## src/rtl/snfcs_pkg.sv

```systemverilog
package snfcs_pkg;

    localparam int PAGE_SIZE    = 256;
    localparam int SECTOR_SIZE  = 4096;
    localparam int ADDRESS_BITS = 24;
    localparam int PAGE_BITS    = $clog2(PAGE_SIZE);
    localparam int SECTOR_BITS  = $clog2(SECTOR_SIZE);
    localparam int CHUNK_W      = PAGE_BITS + 1;

    localparam logic [3:0] OP_STATUS = 4'd0;
    localparam logic [3:0] OP_ID     = 4'd1;
    localparam logic [3:0] OP_READ   = 4'd2;
    localparam logic [3:0] OP_WRITE  = 4'd3;
    localparam logic [3:0] OP_SECTOR = 4'd4;
    localparam logic [3:0] OP_BLOCK  = 4'd5;
    localparam logic [3:0] OP_CHIP   = 4'd6;
    localparam logic [3:0] OP_RANGE  = 4'd7;
    localparam logic [3:0] OP_WBYTE  = 4'd8;
    localparam logic [3:0] OP_REPLY  = 4'd9;

    localparam logic [1:0] KIND_SPI  = 2'd0;
    localparam logic [1:0] KIND_HOST = 2'd1;
    localparam logic [1:0] KIND_REQ  = 2'd2;
    localparam logic [1:0] KIND_DONE = 2'd3;

    localparam logic [7:0] SPI_RDSR  = 8'h05;
    localparam logic [7:0] SPI_WREN  = 8'h06;
    localparam logic [7:0] SPI_RDID  = 8'h90;
    localparam logic [7:0] SPI_READ  = 8'h03;
    localparam logic [7:0] SPI_PROG  = 8'h02;
    localparam logic [7:0] SPI_SE    = 8'h20;
    localparam logic [7:0] SPI_BE    = 8'hD8;
    localparam logic [7:0] SPI_CE    = 8'hC7;
    localparam logic [7:0] SPI_DUMMY = 8'hFF;
    localparam logic [7:0] SPI_ZERO  = 8'h00;

    typedef enum logic [3:0] {
        PH_IDLE, PH_POLL_CMD, PH_POLL_DATA, PH_ID, PH_WREN,
        PH_HDR, PH_RDATA, PH_WAIT_WB, PH_WDATA
    } t_phase;

    typedef enum logic [2:0] {
        G_STATUS, G_PRE_READ, G_PRE_WREN, G_POST_WREN, G_POST_OP
    } t_goal;

    typedef struct packed {
        logic [3:0]  opcode;
        logic [23:0] address;
        logic [24:0] length;
        logic [11:0] first_sector;
        logic [11:0] last_sector;
        logic [7:0]  data_byte;
    } t_cmd;

    typedef struct packed {
        logic [1:0]  kind;
        logic [7:0]  spi_byte;
        logic        release_select;
        logic [15:0] host_data;
        logic        ok;
        logic        last;
    } t_res;

    // Opcode class tagged by the front end.
    typedef enum logic [1:0] {
        C_CMD, C_WBYTE, C_REPLY, C_NONE
    } t_class;

    typedef struct packed {
        t_class cls;
        t_cmd   cmd;
    } t_qitem;

endpackage

```

## src/rtl/snfcs_if.sv

```systemverilog
interface snfcs_cmd_if;
    import snfcs_pkg::*;
    logic valid;
    logic ready;
    t_cmd data;
    modport source (output valid, output data, input ready);
    modport sink (input valid, input data, output ready);
endinterface

interface snfcs_res_if;
    import snfcs_pkg::*;
    logic valid;
    logic ready;
    t_res data;
    modport source (output valid, output data, input ready);
    modport sink (input valid, input data, output ready);
endinterface

```

## src/rtl/snfcs_front.sv

```systemverilog
module snfcs_front (
    input  logic                 i_clk,
    input  logic                 i_rst_n,
    snfcs_cmd_if.sink            i_cmd,
    output logic                 o_q_valid,
    output snfcs_pkg::t_qitem    o_q_item,
    input  logic                 i_q_pop
);
    import snfcs_pkg::*;

    // Two-entry queue that decouples intake from sequencing.
    t_qitem     r_mem [2];
    logic       r_wp, n_wp, r_rp, n_rp;
    logic [1:0] r_cnt, n_cnt;
    t_class     w_cls;
    logic       w_push;

    // Classify the opcode.
    always_comb begin
        unique case (i_cmd.data.opcode) inside
            [OP_STATUS:OP_RANGE]: w_cls = C_CMD;
            OP_WBYTE:             w_cls = C_WBYTE;
            OP_REPLY:             w_cls = C_REPLY;
            default:              w_cls = C_NONE;
        endcase
    end

    assign i_cmd.ready = (r_cnt != 2'd2);
    assign w_push      = i_cmd.valid && i_cmd.ready;
    assign o_q_valid   = (r_cnt != 2'd0);
    assign o_q_item    = r_mem[r_rp];

    always_comb begin
        n_wp  = r_wp ^ w_push;
        n_rp  = r_rp ^ i_q_pop;
        n_cnt = r_cnt + {1'b0, w_push} - {1'b0, i_q_pop};
    end

    always_ff @(posedge i_clk) begin
        if (!i_rst_n) begin
            r_wp  <= 1'b0;
            r_rp  <= 1'b0;
            r_cnt <= 2'd0;
        end else begin
            r_wp  <= n_wp;
            r_rp  <= n_rp;
            r_cnt <= n_cnt;
        end
    end

    always_ff @(posedge i_clk) begin
        if (w_push) begin
            r_mem[r_wp] <= '{cls: w_cls, cmd: i_cmd.data};
        end
    end

endmodule

```

## src/rtl/snfcs_back.sv

```systemverilog
module snfcs_back (
    input  logic              i_clk,
    input  logic              i_rst_n,
    input  logic              i_q_valid,
    input  snfcs_pkg::t_qitem i_q_item,
    output logic              o_q_pop,
    snfcs_res_if.source       o_res
);
    import snfcs_pkg::*;

    localparam logic [ADDRESS_BITS-1:0] ONE_A = ADDRESS_BITS'(1);

    t_phase                  r_phase, n_phase;
    t_goal                   r_goal, n_goal;
    logic [2:0]              r_ck, n_ck;
    logic [ADDRESS_BITS-1:0] r_addr, n_addr;
    logic [24:0]             r_left, n_left;
    logic [CHUNK_W-1:0]      r_chunk, n_chunk;
    logic [11:0]             r_sec, n_sec, r_send, n_send;
    logic [7:0]              r_idh, n_idh;
    logic [2:0]              r_bi, n_bi;

    // Results of the item being emitted: three slots, at most two used.
    t_res       r_buf [3];
    t_res       n_buf [3];
    logic [1:0] r_cnt, n_cnt, r_pos, n_pos;
    logic       w_busy, w_take, w_set_chunk;
    t_cmd       w_c;
    logic [7:0] w_b;
    logic [1:0] w_n;
    t_res       w_r [3];
    logic [PAGE_BITS:0]      w_room;

    assign w_busy  = (r_cnt != 2'd0);
    assign w_take  = i_q_valid && !w_busy;
    assign o_q_pop = w_take;
    assign w_c     = i_q_item.cmd;
    assign w_b     = w_c.data_byte;
    assign o_res.valid = w_busy;
    assign o_res.data  = r_buf[r_pos];

    function automatic t_res mk(input logic [1:0] k, input logic [7:0] sb, input logic rel,
                                input logic [15:0] hd, input logic ok);
        t_res r;
        r.kind = k; r.spi_byte = sb; r.release_select = rel;
        r.host_data = hd; r.ok = ok; r.last = 1'b0;
        return r;
    endfunction

    function automatic logic [7:0] hdr_op(input logic [2:0] k);
        logic [7:0] v;
        case (k)
            OP_READ[2:0]:                 v = SPI_READ;
            OP_WRITE[2:0]:                v = SPI_PROG;
            OP_BLOCK[2:0]:                v = SPI_BE;
            OP_CHIP[2:0]:                 v = SPI_CE;
            OP_SECTOR[2:0], OP_RANGE[2:0]: v = SPI_SE;
            default:                      v = SPI_ZERO;
        endcase
        return v;
    endfunction

    // Sequencer step: next phase and the results caused by one queued item.
    always_comb begin
        n_phase = r_phase; n_goal = r_goal; n_ck = r_ck; n_addr = r_addr;
        n_left = r_left; n_chunk = r_chunk; n_sec = r_sec; n_send = r_send;
        n_idh = r_idh; n_bi = r_bi; w_n = 2'd0; w_set_chunk = 1'b0;
        for (int k = 0; k < 3; k++) w_r[k] = mk(KIND_SPI, 8'd0, 1'b0, 16'd0, 1'b0);
        unique case (i_q_item.cls)
            C_CMD: if (r_phase == PH_IDLE) begin
                n_ck = w_c.opcode[2:0];
                w_n  = 2'd1;
                w_r[0] = mk(KIND_SPI, SPI_RDSR, 1'b0, 16'd0, 1'b0);
                n_phase = PH_POLL_CMD;
                n_goal  = G_PRE_WREN;
                unique case (w_c.opcode)
                    OP_STATUS: n_goal = G_STATUS;
                    OP_ID: begin
                        n_bi = 3'd0;
                        w_r[0] = mk(KIND_SPI, SPI_RDID, 1'b0, 16'd0, 1'b0);
                        n_phase = PH_ID;
                    end
                    OP_READ, OP_WRITE: begin
                        if (w_c.length == 25'd0) begin
                            w_r[0] = mk(KIND_DONE, 8'd0, 1'b0, 16'd0, 1'b0);
                            n_phase = PH_IDLE;
                        end else begin
                            n_left = w_c.length;
                            n_addr = w_c.address[ADDRESS_BITS-1:0];
                            if (w_c.opcode == OP_READ) n_goal = G_PRE_READ;
                            else w_set_chunk = 1'b1;
                        end
                    end
                    OP_SECTOR, OP_BLOCK, OP_CHIP: n_addr = w_c.address[ADDRESS_BITS-1:0];
                    default: begin
                        if (w_c.first_sector > w_c.last_sector) begin
                            w_r[0] = mk(KIND_DONE, 8'd0, 1'b0, 16'd0, 1'b1);
                            n_phase = PH_IDLE;
                        end else begin
                            n_sec  = w_c.first_sector;
                            n_send = w_c.last_sector;
                            n_addr = ADDRESS_BITS'({w_c.first_sector, {SECTOR_BITS{1'b0}}});
                        end
                    end
                endcase
            end
            C_WBYTE: if (r_phase == PH_WAIT_WB) begin
                w_n = 2'd1;
                w_r[0] = mk(KIND_SPI, w_b, r_chunk == CHUNK_W'(1), 16'd0, 1'b0);
                n_phase = PH_WDATA;
            end
            C_REPLY: begin
                unique case (r_phase)
                    PH_POLL_CMD: begin
                        w_n = 2'd1;
                        w_r[0] = mk(KIND_SPI, SPI_DUMMY, 1'b1, 16'd0, 1'b0);
                        n_phase = PH_POLL_DATA;
                    end
                    PH_POLL_DATA: begin
                        w_n = 2'd1;
                        w_r[0] = mk(KIND_SPI, SPI_RDSR, 1'b0, 16'd0, 1'b0);
                        n_phase = PH_POLL_CMD;
                        if (r_goal == G_STATUS) begin
                            w_n = 2'd2;
                            w_r[0] = mk(KIND_HOST, 8'd0, 1'b0, {8'd0, w_b}, 1'b0);
                            w_r[1] = mk(KIND_DONE, 8'd0, 1'b0, 16'd0, 1'b1);
                            n_phase = PH_IDLE;
                        end else if (r_goal == G_POST_WREN) begin
                            if (w_b[1:0] == 2'b10) begin
                                w_r[0] = mk(KIND_SPI, hdr_op(r_ck), r_ck == OP_CHIP[2:0],
                                            16'd0, 1'b0);
                                n_bi = 3'd0; n_phase = PH_HDR;
                            end
                        end else if (w_b[0]) begin
                            // Still busy: poll again with the same goal.
                        end else if (r_goal == G_PRE_READ) begin
                            w_r[0] = mk(KIND_SPI, hdr_op(r_ck), 1'b0, 16'd0, 1'b0);
                            n_bi = 3'd0; n_phase = PH_HDR;
                        end else if (r_goal == G_PRE_WREN) begin
                            w_r[0] = mk(KIND_SPI, SPI_WREN, 1'b1, 16'd0, 1'b0);
                            n_phase = PH_WREN;
                        end else if (r_ck == OP_WRITE[2:0] && r_left != 25'd0) begin
                            w_set_chunk = 1'b1; n_goal = G_PRE_WREN;
                        end else if (r_ck == OP_RANGE[2:0] && r_sec != r_send) begin
                            n_sec  = r_sec + 12'd1;
                            n_addr = ADDRESS_BITS'({n_sec, {SECTOR_BITS{1'b0}}});
                            n_goal = G_PRE_WREN;
                        end else begin
                            w_r[0] = mk(KIND_DONE, 8'd0, 1'b0, 16'd0, 1'b1);
                            n_phase = PH_IDLE;
                        end
                    end
                    PH_WREN: begin
                        w_n = 2'd1;
                        w_r[0] = mk(KIND_SPI, SPI_RDSR, 1'b0, 16'd0, 1'b0);
                        n_goal = G_POST_WREN; n_phase = PH_POLL_CMD;
                    end
                    PH_ID: begin
                        w_n = 2'd1;
                        n_bi = r_bi + 3'd1;
                        if (r_bi < 3'd3) begin
                            w_r[0] = mk(KIND_SPI, SPI_ZERO, 1'b0, 16'd0, 1'b0);
                        end else if (r_bi == 3'd3) begin
                            w_r[0] = mk(KIND_SPI, SPI_DUMMY, 1'b0, 16'd0, 1'b0);
                        end else if (r_bi == 3'd4) begin
                            n_idh = w_b;
                            w_r[0] = mk(KIND_SPI, SPI_DUMMY, 1'b1, 16'd0, 1'b0);
                        end else begin
                            w_n = 2'd2; n_bi = r_bi;
                            w_r[0] = mk(KIND_HOST, 8'd0, 1'b0, {r_idh, w_b}, 1'b0);
                            w_r[1] = mk(KIND_DONE, 8'd0, 1'b0, 16'd0, 1'b1);
                            n_phase = PH_IDLE;
                        end
                    end
                    PH_HDR: begin
                        w_n = 2'd1;
                        if (r_ck == OP_CHIP[2:0] || (r_bi == 3'd3 &&
                            r_ck != OP_READ[2:0] && r_ck != OP_WRITE[2:0]))
                        begin
                            w_r[0] = mk(KIND_SPI, SPI_RDSR, 1'b0, 16'd0, 1'b0);
                            n_goal = G_POST_OP; n_phase = PH_POLL_CMD;
                        end else if (r_bi < 3'd3) begin
                            w_r[0] = mk(KIND_SPI,
                                8'(24'(r_addr) >> (5'd16 - {r_bi[1:0], 3'b000})),
                                r_bi == 3'd2 && r_ck >= OP_SECTOR[2:0], 16'd0, 1'b0);
                            n_bi = r_bi + 3'd1;
                        end else if (r_ck == OP_READ[2:0]) begin
                            w_r[0] = mk(KIND_SPI, SPI_DUMMY, r_left == 25'd1, 16'd0, 1'b0);
                            n_phase = PH_RDATA;
                        end else begin
                            w_r[0] = mk(KIND_REQ, 8'd0, 1'b0, 16'd0, 1'b0);
                            n_phase = PH_WAIT_WB;
                        end
                    end
                    PH_RDATA: begin
                        w_n = 2'd2;
                        n_left = r_left - 25'd1;
                        w_r[0] = mk(KIND_HOST, 8'd0, 1'b0, {8'd0, w_b}, 1'b0);
                        if (n_left == 25'd0) begin
                            w_r[1] = mk(KIND_DONE, 8'd0, 1'b0, 16'd0, 1'b1);
                            n_phase = PH_IDLE;
                        end else begin
                            w_r[1] = mk(KIND_SPI, SPI_DUMMY, n_left == 25'd1, 16'd0, 1'b0);
                        end
                    end
                    PH_WDATA: begin
                        w_n = 2'd1;
                        n_chunk = (r_chunk != '0) ? r_chunk - CHUNK_W'(1) : r_chunk;
                        n_left  = (r_left != '0) ? r_left - 25'd1 : r_left;
                        n_addr  = r_addr + ONE_A;
                        if (n_chunk == '0) begin
                            w_r[0] = mk(KIND_SPI, SPI_RDSR, 1'b0, 16'd0, 1'b0);
                            n_goal = G_POST_OP; n_phase = PH_POLL_CMD;
                        end else begin
                            w_r[0] = mk(KIND_REQ, 8'd0, 1'b0, 16'd0, 1'b0);
                            n_phase = PH_WAIT_WB;
                        end
                    end
                    default: ;
                endcase
            end
            default: ;
        endcase
        // Page-limited chunk for the next program operation.
        w_room = (PAGE_BITS+1)'(PAGE_SIZE) - {1'b0, n_addr[PAGE_BITS-1:0]};
        if (w_set_chunk) begin
            n_chunk = (n_left < 25'(w_room)) ? CHUNK_W'(n_left) : CHUNK_W'(w_room);
        end
        if (w_n != 2'd0) w_r[w_n - 2'd1].last = 1'b1;
    end

    // Output buffer drains one transaction per accepted handshake.
    always_comb begin
        n_cnt = r_cnt; n_pos = r_pos;
        for (int k = 0; k < 3; k++) n_buf[k] = r_buf[k];
        if (w_busy && o_res.ready) begin
            n_cnt = r_cnt - 2'd1;
            n_pos = r_pos + 2'd1;
        end
        if (w_take) begin
            n_cnt = w_n; n_pos = 2'd0;
            for (int k = 0; k < 3; k++) n_buf[k] = w_r[k];
        end
    end

    always_ff @(posedge i_clk) begin
        if (!i_rst_n) begin
            r_phase <= PH_IDLE; r_goal <= G_STATUS; r_ck <= '0; r_addr <= '0;
            r_left <= '0; r_chunk <= '0; r_sec <= '0; r_send <= '0;
            r_idh <= '0; r_bi <= '0; r_cnt <= '0; r_pos <= '0;
        end else begin
            r_cnt <= n_cnt; r_pos <= n_pos;
            if (w_take) begin
                r_phase <= n_phase; r_goal <= n_goal; r_ck <= n_ck; r_addr <= n_addr;
                r_left <= n_left; r_chunk <= n_chunk; r_sec <= n_sec;
                r_send <= n_send; r_idh <= n_idh; r_bi <= n_bi;
            end
        end
    end

    always_ff @(posedge i_clk) begin
        for (int k = 0; k < 3; k++) r_buf[k] <= n_buf[k];
    end

endmodule

```

## src/rtl/spi_nor_flash_command_sequencer_top.sv

```systemverilog
// SPI NOR flash command sequencer.
// The command channel carries host commands, write data bytes and the MISO
// byte that answers each SPI byte sent. The result channel carries SPI bytes
// to send, host data, write byte requests and command completions; the last
// result that an item causes is marked by its last flag.
// A command transaction is taken into a two-entry queue at once; the sequencer
// pulls one item from it when its result buffer is empty and emits the zero to
// two results of that item, one per cycle while the result channel is ready.
// An item passes through its queue entry and then the result buffer; its first
// result appears in the cycle after it leaves the queue. The next item is taken
// only once the result buffer has drained.
// Items that mean nothing in the current phase cause no result.
// A stalled result channel holds the buffer; the queue keeps accepting until
// its two entries are full, then drops ready.
// Reset is synchronous and active low; it returns the sequencer to idle.
module spi_nor_flash_command_sequencer_top (
    input  logic  i_clk,
    input  logic  i_rst_n,
    snfcs_cmd_if.sink   i_cmd,
    snfcs_res_if.source o_res
);
    import snfcs_pkg::*;

    logic   w_q_valid, w_q_pop;
    t_qitem w_q_item;

    snfcs_front u_front (
        .i_clk    (i_clk),
        .i_rst_n  (i_rst_n),
        .i_cmd    (i_cmd),
        .o_q_valid(w_q_valid),
        .o_q_item (w_q_item),
        .i_q_pop  (w_q_pop)
    );

    snfcs_back u_back (
        .i_clk    (i_clk),
        .i_rst_n  (i_rst_n),
        .i_q_valid(w_q_valid),
        .i_q_item (w_q_item),
        .o_q_pop  (w_q_pop),
        .o_res    (o_res)
    );

endmodule

```

## src/flat_wrapper.sv

```systemverilog
// flat-port wrapper written by rule: the top's interface ports become plain ports
module spi_nor_flash_command_sequencer_top_flat import snfcs_pkg::*;
  (i_clk, i_rst_n, i_cmd_valid, i_cmd_data, i_cmd_ready, o_res_valid, o_res_data, o_res_ready);
  snfcs_cmd_if i_cmd_i ();
  snfcs_res_if o_res_i ();
  input  logic i_clk;
  input  logic i_rst_n;
  input wire logic [$bits(i_cmd_i.valid)-1:0] i_cmd_valid;
  input wire logic [$bits(i_cmd_i.data)-1:0] i_cmd_data;
  output wire logic [$bits(i_cmd_i.ready)-1:0] i_cmd_ready;
  output wire logic [$bits(o_res_i.valid)-1:0] o_res_valid;
  output wire logic [$bits(o_res_i.data)-1:0] o_res_data;
  input wire logic [$bits(o_res_i.ready)-1:0] o_res_ready;
  assign i_cmd_i.valid = i_cmd_valid;
  assign i_cmd_i.data = i_cmd_data;
  assign i_cmd_ready = i_cmd_i.ready;
  assign o_res_valid = o_res_i.valid;
  assign o_res_data = o_res_i.data;
  assign o_res_i.ready = o_res_ready;
  spi_nor_flash_command_sequencer_top u_core (.i_clk(i_clk), .i_rst_n(i_rst_n), .i_cmd(i_cmd_i), .o_res(o_res_i));
endmodule
```

## config.mk

```make
export PLATFORM = sky130hd
export DESIGN_NAME = spi_nor_flash_command_sequencer_top_flat
export DESIGN_NICKNAME = d
export VERILOG_FILES = /design/src/rtl/snfcs_pkg.sv /design/src/rtl/snfcs_if.sv /design/src/rtl/snfcs_front.sv /design/src/rtl/snfcs_back.sv /design/src/rtl/spi_nor_flash_command_sequencer_top.sv /design/src/flat_wrapper.sv
export SDC_FILE = /design/constraint.sdc
export NUM_CORES = 1
export LEC_CHECK = 0
export ABC_AREA = 1
export BUFFER_PORTS_ARGS = -buffer_cell sky130_fd_sc_hd__buf_2
export CAP_MARGIN = 20
export CORE_MARGIN = 2
export CORE_UTILIZATION = 25
export DETAILED_ROUTE_END_ITERATION = 12
export HOLD_SLACK_MARGIN = 0.12
export PLACE_DENSITY = 0.37
export SLEW_MARGIN = 40
export SYNTH_ARGS = -nofsm -noshare
export SYNTH_HDL_FRONTEND = slang
export SYNTH_SLANG_ARGS = --single-unit
```

## constraint.sdc

```tcl
create_clock -name i_clk -period 9.2 [get_ports i_clk]
set_input_delay 0.46 -clock i_clk [delete_from_list [all_inputs] [get_ports i_clk]]
set_output_delay 0.46 -clock i_clk [all_outputs]
set_load 0.005 [all_outputs]
```

Word-level counts from Yosys, hierarchy flattened

Memories as Yosys holds them, arrays and structs flattened. A register that Yosys moved wholly into a read port is not among the register bits.
Index checks and enable logic that the tools add are counted.

Reductions and logical operators: 46
Bitwise logic cells: 8
Order comparisons: 8
Mux-type cells: 151
Shifts and indexed selects: 1
Equality and inequality tests: 80
Add/sub/neg operators: 12

Operators by type and width:

| kind                  | count |
|---|---|
| $mux W29              | 20 |
| $pmux W29 S3          | 3 |
| $mux W24              | 10 |
| $pmux W29 S7          | 1 |
| $mux W87              | 2 |
| $mux W12              | 11 |
| $mux W25              | 4 |
| $pmux W25 S2          | 2 |
| $pmux W24 S2          | 2 |
| $bwmux W87            | 1 |
| $mux W28              | 3 |
| $mux W3               | 27 |
| $pmux W24 S3          | 1 |
| $demux W29 S2         | 1 |
| $mux W27              | 2 |
| $eq A25 B1 Y1 const B | 2 |
| $logic_not A25 Y1     | 2 |
| $ne A3 B3 Y1 const B  | 16 |
| $mux W9               | 5 |
| $mux W4               | 10 |
| $pmux W8 S5           | 1 |
| $eq A4 B3 Y1 const B  | 7 |
| $pmux W4 S7           | 1 |
| $ne A2 B2 Y1 const B  | 13 |
| other kinds (75)      | 159 |

Bits of input ports: 89
Memory bits (writable): 261
Memories: 2
Register bits after elaboration: 111

Memories:

| name                 | depth | width | read ports | clocked after Yosys merged registers in | wr ports | RTL line          | RTL |
|---|---|---|---|---|---|---|---|
| u_core.u_front.r_mem | 2     | 87    | 1          | 1                                       | 1        | snfcs_front.sv:12 | `t_qitem r_mem [2];` |
| u_core.u_back.r_buf  | 3     | 29    | 1          | 1                                       | 3        | snfcs_back.sv:24  | `t_res r_buf [3];` |

Depth between registers and ports, before layout

Gate-level depths: netlist of run 1.

Depth after elaboration: 15
Depth in mapped cells: 40
Gate-level depth less buffers: 35

By module

Synthesis of run 1 repeated with hierarchy kept, for this count alone.

Cells, all modules: 2263
Area, all modules: 18983.2 um^2

By module, submodules not included:

| module      | seq. area each (um^2) | area an instance (um^2) | times used | cells each |
|---|---|---|---|---|
| snfcs_back  | 3203.1                | 12325.6                 | 1          | 1954 |
| snfcs_front | 5325.1                | 6657.6                  | 1          | 309 |

Worst setup path after synthesis of run 1

OpenSTA, ideal clock, no wires.

Path kind: register to register
Start: register with a tool-made name
End: register u_core.u_back.r_chunk[8]
Path slack: 3.970 ns
Required time: 9.134 ns
Stages on the path, launching flop included: 32
Arrival time: 5.164 ns
Cells stage by stage: dfxtp_1 > buf_6 > buf_2 > clkbuf_1 > buf_1 > clkbuf_1 > o21ai_0 > inv_1 > ha_1 > clkbuf_1 > clkinv_1 > nor2_1 > clkbuf_1 > nand2_1 > nand2_1 > nand2_1 > nand2_1 > inv_1 > ha_1 > inv_1 > nor2_2 > nand2_1 > xor2_1 > ha_1 > a21oi_1 > o21a_1 > o221ai_1 > a21oi_4 > nand2_4 > nand2_1 > nand3_1 > a21oi_2

RTL lines:

| item                   | RTL line          | RTL |
|---|---|---|
| end signal: assignment | snfcs_back.sv:255 | `r_left <= n_left; r_chunk <= n_chunk; r_sec <= n_sec;` |
| end: declaration       | snfcs_back.sv:18  | `logic [CHUNK_W-1:0] r_chunk, n_chunk;` |

==> results.toml, run 1 <==
[critical_path]
path_class = "register to register"
worstSetupEndpointType = "register"
worstPathRequired_ns = 9.70
worstPathArrival_ns = 6.58
path_max_fanout = 43
startpoint_type = "register"

[layout]
multi_input_area_sq_mm = 0.00823
drive_gt1_share_pct = 11.7
final_area_sq_mm = 0.0222
antenna_cells = 0
area_delta_synth_final_pct = 21.5
fin_util_pct = 30.5
layout.area.seq_sq_mm = 0.00853
nets = 2629
fillCellCount = 7909

[placement]
dp_hpwl_microns = 48600
pre_cts_slack_ns = 3.07
place_area_sq_mm = 0.0199
io_buffer_count = 119
gp_congestion = 0.902

[clock_tree]
cts_buffers = 42
clock_latency_ns = 0.58
cts_root_buf = "clkbuf_16"
cts.sinks = 322
path_clk_slew_ns = 0.06
clockBufferDepth = 3
h-tree-depth = 2
cts_tree = "built"

[pwr]
seqPwrFrac_pct = 28.4
power.density_mw_per_mm2 = 329
comb_power_share_pct = 48.1
swShare_pct = 46.2
p_int_mw = 3.92
power_frac_clock_pct = 23.5
vdd_drop_max_uv = 158
total_power_mw = 7.30
p_leak_nw = 9.06
switchingPower_mw = 3.37

[floorplan]
num_rows = 99
die_x_microns = 274
ios = 120
core_region_area_sq_mm = 0.0726
initial_core_util_pct = 25.1
die_height_microns = 274
dieArea_sq_mm = 0.0751

[sta]
finalHoldViolations = 0
setup_viol = 0
skew_ns = 0.0250
worst_pin_slew_ns = 0.797
fin_tns_setup_ns = 0
fmax_mhz = 165
rsz0062_at_grt = "false"
finalMaxSlewViolations = 0
relSlewSlack_pct = 46.7
period_needed_ns = 6.08
worst_slack_ns = 3.12
finalCritPeriodShare_pct = 66.1

[yosys]
ys_ff_latch = 322
yosysWarnings = 0
synth_top_area_share_pct = 34.2
synth-main-ff-cell = "edfxtp_1"
syn_area_sq_mm = 0.0182
synthesis.nets = 2441
async_reset_ff_share_pct = 0
syn-mean-instance-area_sq_um = 7.89
synth_edf_count = 208
yosysTopAreaCell = "edfxtp_1"
synthTopCellsByCount = "nand2_1, inv_1, edfxtp_1"
synth.most_common_cell = "nand2_1"
yosysSeqAreaShare_pct = 46.8
yosysUniqueCellTypes = 65
syn_inst = 2311
synthTopCellsByArea = "edfxtp_1, dfxtp_1, nand2_1"

[status]
status = "complete, no violations"

[global_route]
grt_pass1_wl_microns = 99600
grt_pass1_vias = 15900
grt_max_degree = 64
grt_overflow_total = 0
grt_usage_pct = 17.3
grt_antenna_before_repair = 1

[route]
dr.first_iter.drc_count = 1174
vias = 16300
drt_first_pass_iters = 8
wl_microns = 65600
wire_per_inst_microns = 18.8
drc_errors = 0
viasPerCell = 4.68
drtAntennaViolNets = 0

[flow_run]
drv_cap = 0

[hold_path]
hold_class = "primary input to register"
## placed cells by master (no fill, tap or decap), drive strengths merged, types with 3 or more instances in the layout
cell         netlist  layout
a211oi             8       8
a21oi            141     141
a31oi             15      15
a32o               3       3
buf               31     138
bufinv             0       4
clkbuf            48      60
clkinv             5      14
dfxtp            114     114
dlygate4sd3        0      85
edfxtp           208     208
ha                41      41
inv              305     307
mux2i             22      22
nand2            590     590
nand3            141     141
nand3b             5       5
nand4             33      33
nor2             227     227
nor3              43      43
nor3b              6       6
nor4               5       5
o2111ai            6       6
o211ai             6       6
o21ai            178     178
o221ai             7       7
o22ai             37      37
o31ai              5       5
o32ai              4       4
or2               24      24
xnor2              4       4
xor2              30      30
## registers in the layout (all words and copies together) (netlist names), 4 cells and up, named ones only
register,cells
u_core.u_back.r_phase,4
u_core.u_back.r_left,25
u_core.u_back.r_sec,12
u_core.u_back.r_idh,8
u_core.u_front.r_mem,174
u_core.u_back.r_buf,34
u_core.u_back.r_chunk,9
u_core.u_back.r_send,12
u_core.u_back.r_addr,24
## logic make-up (layout without fill, tap and decap cells)
kind of cell    Yosys count  count (layout)  synth area share, %
other cells               1               1               0.0206
simple gates           1076            1076                 25.8
flops                   322             322                 46.8
mux                      22              22                 1.21
xor+xnor                 34              34                 1.63
fa+ha+maj                41              41                 2.81
compound gates          426             426                 13.2
buf+inv                 389             609                 8.52
## power by group through the flow
stage	clock network (mW)	logic, mW	registers, mW
after floorplan	0	2.32	2.03
after global placement	0	3.50	2.10
after detailed placement	0	3.49	2.10
after CTS	1.77	3.53	2.07
after global routing	1.82	3.94	2.10
final	1.71	3.51	2.07
## timing repair
item,in CTS,in global routing
endpoints found under the hold margin,168,2
gates resized for setup,0,0
setup buffers,0,0
hold buffers,84,1
## area by class of cell
| type | count | area share (%) |
|---|---|---|
| Sequential cell | 322 | 38.5 |
| Multi-Input combinational cell | 1600 | 37.1 |
| Timing Repair Buffer | 223 | 7.20 |
| Clock buffer | 60 | 5.60 |
| Tap cell | 959 | 5.41 |
| Inverter | 310 | 5.26 |
| Clock inverter | 16 | 0.897 |
## final timing paths
check	cells after the start	start	endpoint	slack (ns)
max	27	register	u_core.u_back.r_chunk[5]$_SDFFE_PN0P_	3.12
min	4	o_res_ready	u_core.u_back.r_cnt[0]$_SDFFE_PN0P_	0.33
max reg2reg	27	register	u_core.u_back.r_chunk[5]$_SDFFE_PN0P_	3.12
min reg2reg	2	u_core.u_back.r_idh[4]$_SDFFE_PN0P_	u_core.u_back.r_idh[4]$_SDFFE_PN0P_	0.46
## metal layers
metal / share of wire, % / vias to the layer above / track usage (%)
met5: 0.020 / - / 0
met4: 1.8 / 2 / 3.80
met3: 4.5 / 67 / 2.51
met2: 43 / 342 / 26.1
met1: 50 / 7818 / 25.9
li1: - / 8109 / -
## stage by stage
| stage | instances | hold slack, ns |
|---|---|---|
| CTS | 3489 | 0.120 |
| global route | 3490 | 0.334 |
| finish | 3490 | 0.326 |
| global placement | 3329 | 0.445 |
| detailed placement | 3329 | 0.450 |
| floorplan | 2311 | 0.431 |
## worst max-delay path, stage by stage (launching register included)
cell and delay, ns:
dfxtp_4 0.46, inv_4 0.47, or2_2 0.20, o21ai_0 0.18, inv_1 0.14, ha_2 0.39, clkinv_1 0.11, buf_4 0.27
nor2_1 0.67, inv_1 0.43, o21ai_0 0.26, nand2_1 0.07, nand2_1 0.12, inv_2 0.08, ha_1 0.22, inv_1 0.07
nor2_2 0.04, nand2_1 0.08, xor2_1 0.22, ha_1 0.28, a21oi_1 0.15, o21a_1 0.14, o221ai_1 0.14, a21oi_4 0.34
nand2_4 0.13, nand2_1 0.10, nand3_1 0.07, a21oi_1 0.15
Note: power is estimated with default switching activity, not from simulation.
==> run 2, diff against run 1 <==
==> constraint.sdc (replaced) <==
create_clock -name i_clk -period 6.1 [get_ports i_clk]
set_input_delay 0.305 -clock i_clk [delete_from_list [all_inputs] [get_ports i_clk]]
set_output_delay 0.305 -clock i_clk [all_outputs]
set_load 0.005 [all_outputs]
==> run 2 against run 1 <==
  * Count of clock-buffer cells in the layout up 4
  * Cell count up 0.20%
  * Cell area down 0.11%
  * Via count up 0.85%
  * Clock skew up 0.017 ns
  * Register-to-register slack worse by 2.4 ns
  * Die area unchanged
  * Sequential share of layout area about the same
  * Wire length up 0.30%
  * Critical path depth up 3
  * Clock power up 42%
  * Largest power group unchanged
==> results.toml, run 2 (synthesis gave the netlist of run 1 again) <==
[layout]
fillCellCount = 7965
drive_gt1_share_pct = 11.7
reg_top3 = "u_core.u_front.r_mem: 174 flops, u_core.u_back.r_buf: 34 flops, u_core.u_back.r_left: 25 flops"
nets = 2635
mostFrequentLayoutCells = "nand2_1, inv_1, edfxtp_1, nor2_1, o21ai_0"
final_common_cell = "nand2_1"
top_register = "u_core.u_front.r_mem"
fin_util_pct = 30.5
area_delta_synth_final_pct = 21.4
largest_reg_flops = 174
antenna_cells = 0

[route]
wire_per_inst_microns = 18.8
dr.first_iter.drc_count = 1142
drt_first_pass_iters = 5
wl_microns = 65800
drtAntennaViolNets = 0
vias = 16500
drc_errors = 0
viasPerCell = 4.71

[sta]
setup_viol = 0
finalMaxSlewViolations = 0
worst_pin_slew_ns = 0.886
skew_ns = 0.0423
period_needed_ns = 5.43
rsz0062_at_grt = "false"
finalCritPeriodShare_pct = 88.9
fmax_mhz = 184
fin_tns_setup_ns = 0
relSlewSlack_pct = 41.0
finalHoldViolations = 0

[floorplan]
die_x_microns = 274
ios = 120
die_height_microns = 274
initial_core_util_pct = 25.1
dieArea_sq_mm = 0.0751
core_region_area_sq_mm = 0.0726
num_rows = 99

[pwr]
p_leak_nw = 9.04
power.density_mw_per_mm2 = 490
vdd_drop_max_uv = 205

[global_route]
grt_pass1_wl_microns = 100000
grt_antenna_before_repair = 0
grt_max_degree = 64
grt_pass1_vias = 15800
grt_overflow_total = 0
grt_usage_pct = 17.4

[status]
status = "complete, no violations"

[critical_path]
path_max_fanout = 21
worstSetupEndpoint = "u_core.u_back.r_chunk[5]$_SDFFE_PN0P_"
r2r_slack_ns = 0.67
slowest_stage = "dfxtp_4"
worstSetupEndpointType = "register"
r2r_end = "u_core.u_back.r_chunk[5]$_SDFFE_PN0P_"
path_class = "register to register"
cp_common_cell = "nand2_1"
cp.depth = 30
cpLargestDelayFamily = "simple AND/OR/NAND/NOR gates"
worstPathRequired_ns = 6.57
ff2ff_path_depth = 30
slowest_delay_ns = 0.49
crit_buf_inv = 4
startpoint_type = "register"
worstPathArrival_ns = 5.90

[clock_tree]
cts.sinks = 322
clock_latency_ns = 0.58
cts_resized = 0
path_clk_slew_ns = 0.05
h-tree-depth = 2
clockBufferDepth = 3
cts_tree = "built"
cts_buffers = 41
cts_root_buf = "clkbuf_16"

[placement]
dp_hpwl_microns = 48500
gp_congestion = 0.893
io_buffer_count = 119

[flow_run]
drv_cap = 0

[hold_path]
hold_start = "o_res_ready"
hold_class = "primary input to register"
==> run 2: cell types whose count changed in the layout (fill, tap and decap cells not counted), moves of 2 or more <==
cell	before	now
clkbuf_1	8	17
buf_4	17	22
clkbuf_8	8	4
buf_12	0	3
clkinv_1	10	7
clkinv_2	3	6
bufinv_16	4	2
==> run 2: final cells by class <==
type | instances | area [sq um] | area share, %
inverters | 310 | 1170 | 5.27
clock buffers | 64 | 1190 | 5.40
multi-input cells | 1600 | 8230 | 37.2
repair buffers | 230 | 1680 | 7.60
flip-flops and latches | 322 | 8530 | 38.5
well taps | 959 | 1200 | 5.42
clock inverters | 12 | 135 | 0.610
==> run 2: per-layer routing <==
metal | track usage (%) | share of wire [%]
met1 | 26.2 | 50
met2 | 26.3 | 43
met3 | 2.11 | 4.5
met4 | 3.83 | 1.9
met5 | 0 | 0
==> run 2: worst min-delay path by stage <==
stage	to	depth (start not counted)
after global placement	u_core.u_back.r_idh[0]$_SDFFE_PN0P_	2
final	u_core.u_back.r_cnt[0]$_SDFFE_PN0P_	4
after floorplan	u_core.u_front.r_mem[0][0]$_DFFE_PP_	0
after CTS	u_core.u_back.r_cnt[0]$_SDFFE_PN0P_	4
after global routing	u_core.u_back.r_cnt[0]$_SDFFE_PN0P_	4
after detailed placement	u_core.u_back.r_idh[2]$_SDFFE_PN0P_	2
==> run 2: what timing repair did <==
item                                    CTS  global route
hold buffers                             85             0
setup buffers                             0             1
endpoints found under the setup margin    0             9
hold endpoints to repair                170             0
==> run 2: stage by stage <==
stage | area (sq um) | setup slack [ns] | power (mW) | hold slack (ns) | cells
2_1_floorplan | 18200 | 0.870 | 6.56 | 0.404 | 2311
3_3_place_gp | 19900 | 0.604 | 8.43 | 0.447 | 3333
3_5_place_dp | 19900 | 0.573 | 8.40 | 0.447 | 3333
4_1_cts | 22100 | 0.518 | 10.9 | 0.167 | 3494
5_1_grt | 22100 | 0.0633 | 11.7 | 0.227 | 3497
6_report | 22100 | 0.675 | 10.9 | 0.188 | 3497
==> run 2: report_power, final <==
group	internal (mW)	switching (mW)	total (mW)
logic	1.52	3.81	5.33
registers	2.84	0.278	3.12
clock network	1.44	0.981	2.42
total	5.79	5.07	10.9
==> run 2: tightest hold or removal path, stage by stage <==
cell,delay (ns)
buf_2,0.10
nand2_1,0.11
xor2_1,0.08
o21ai_0,0.13
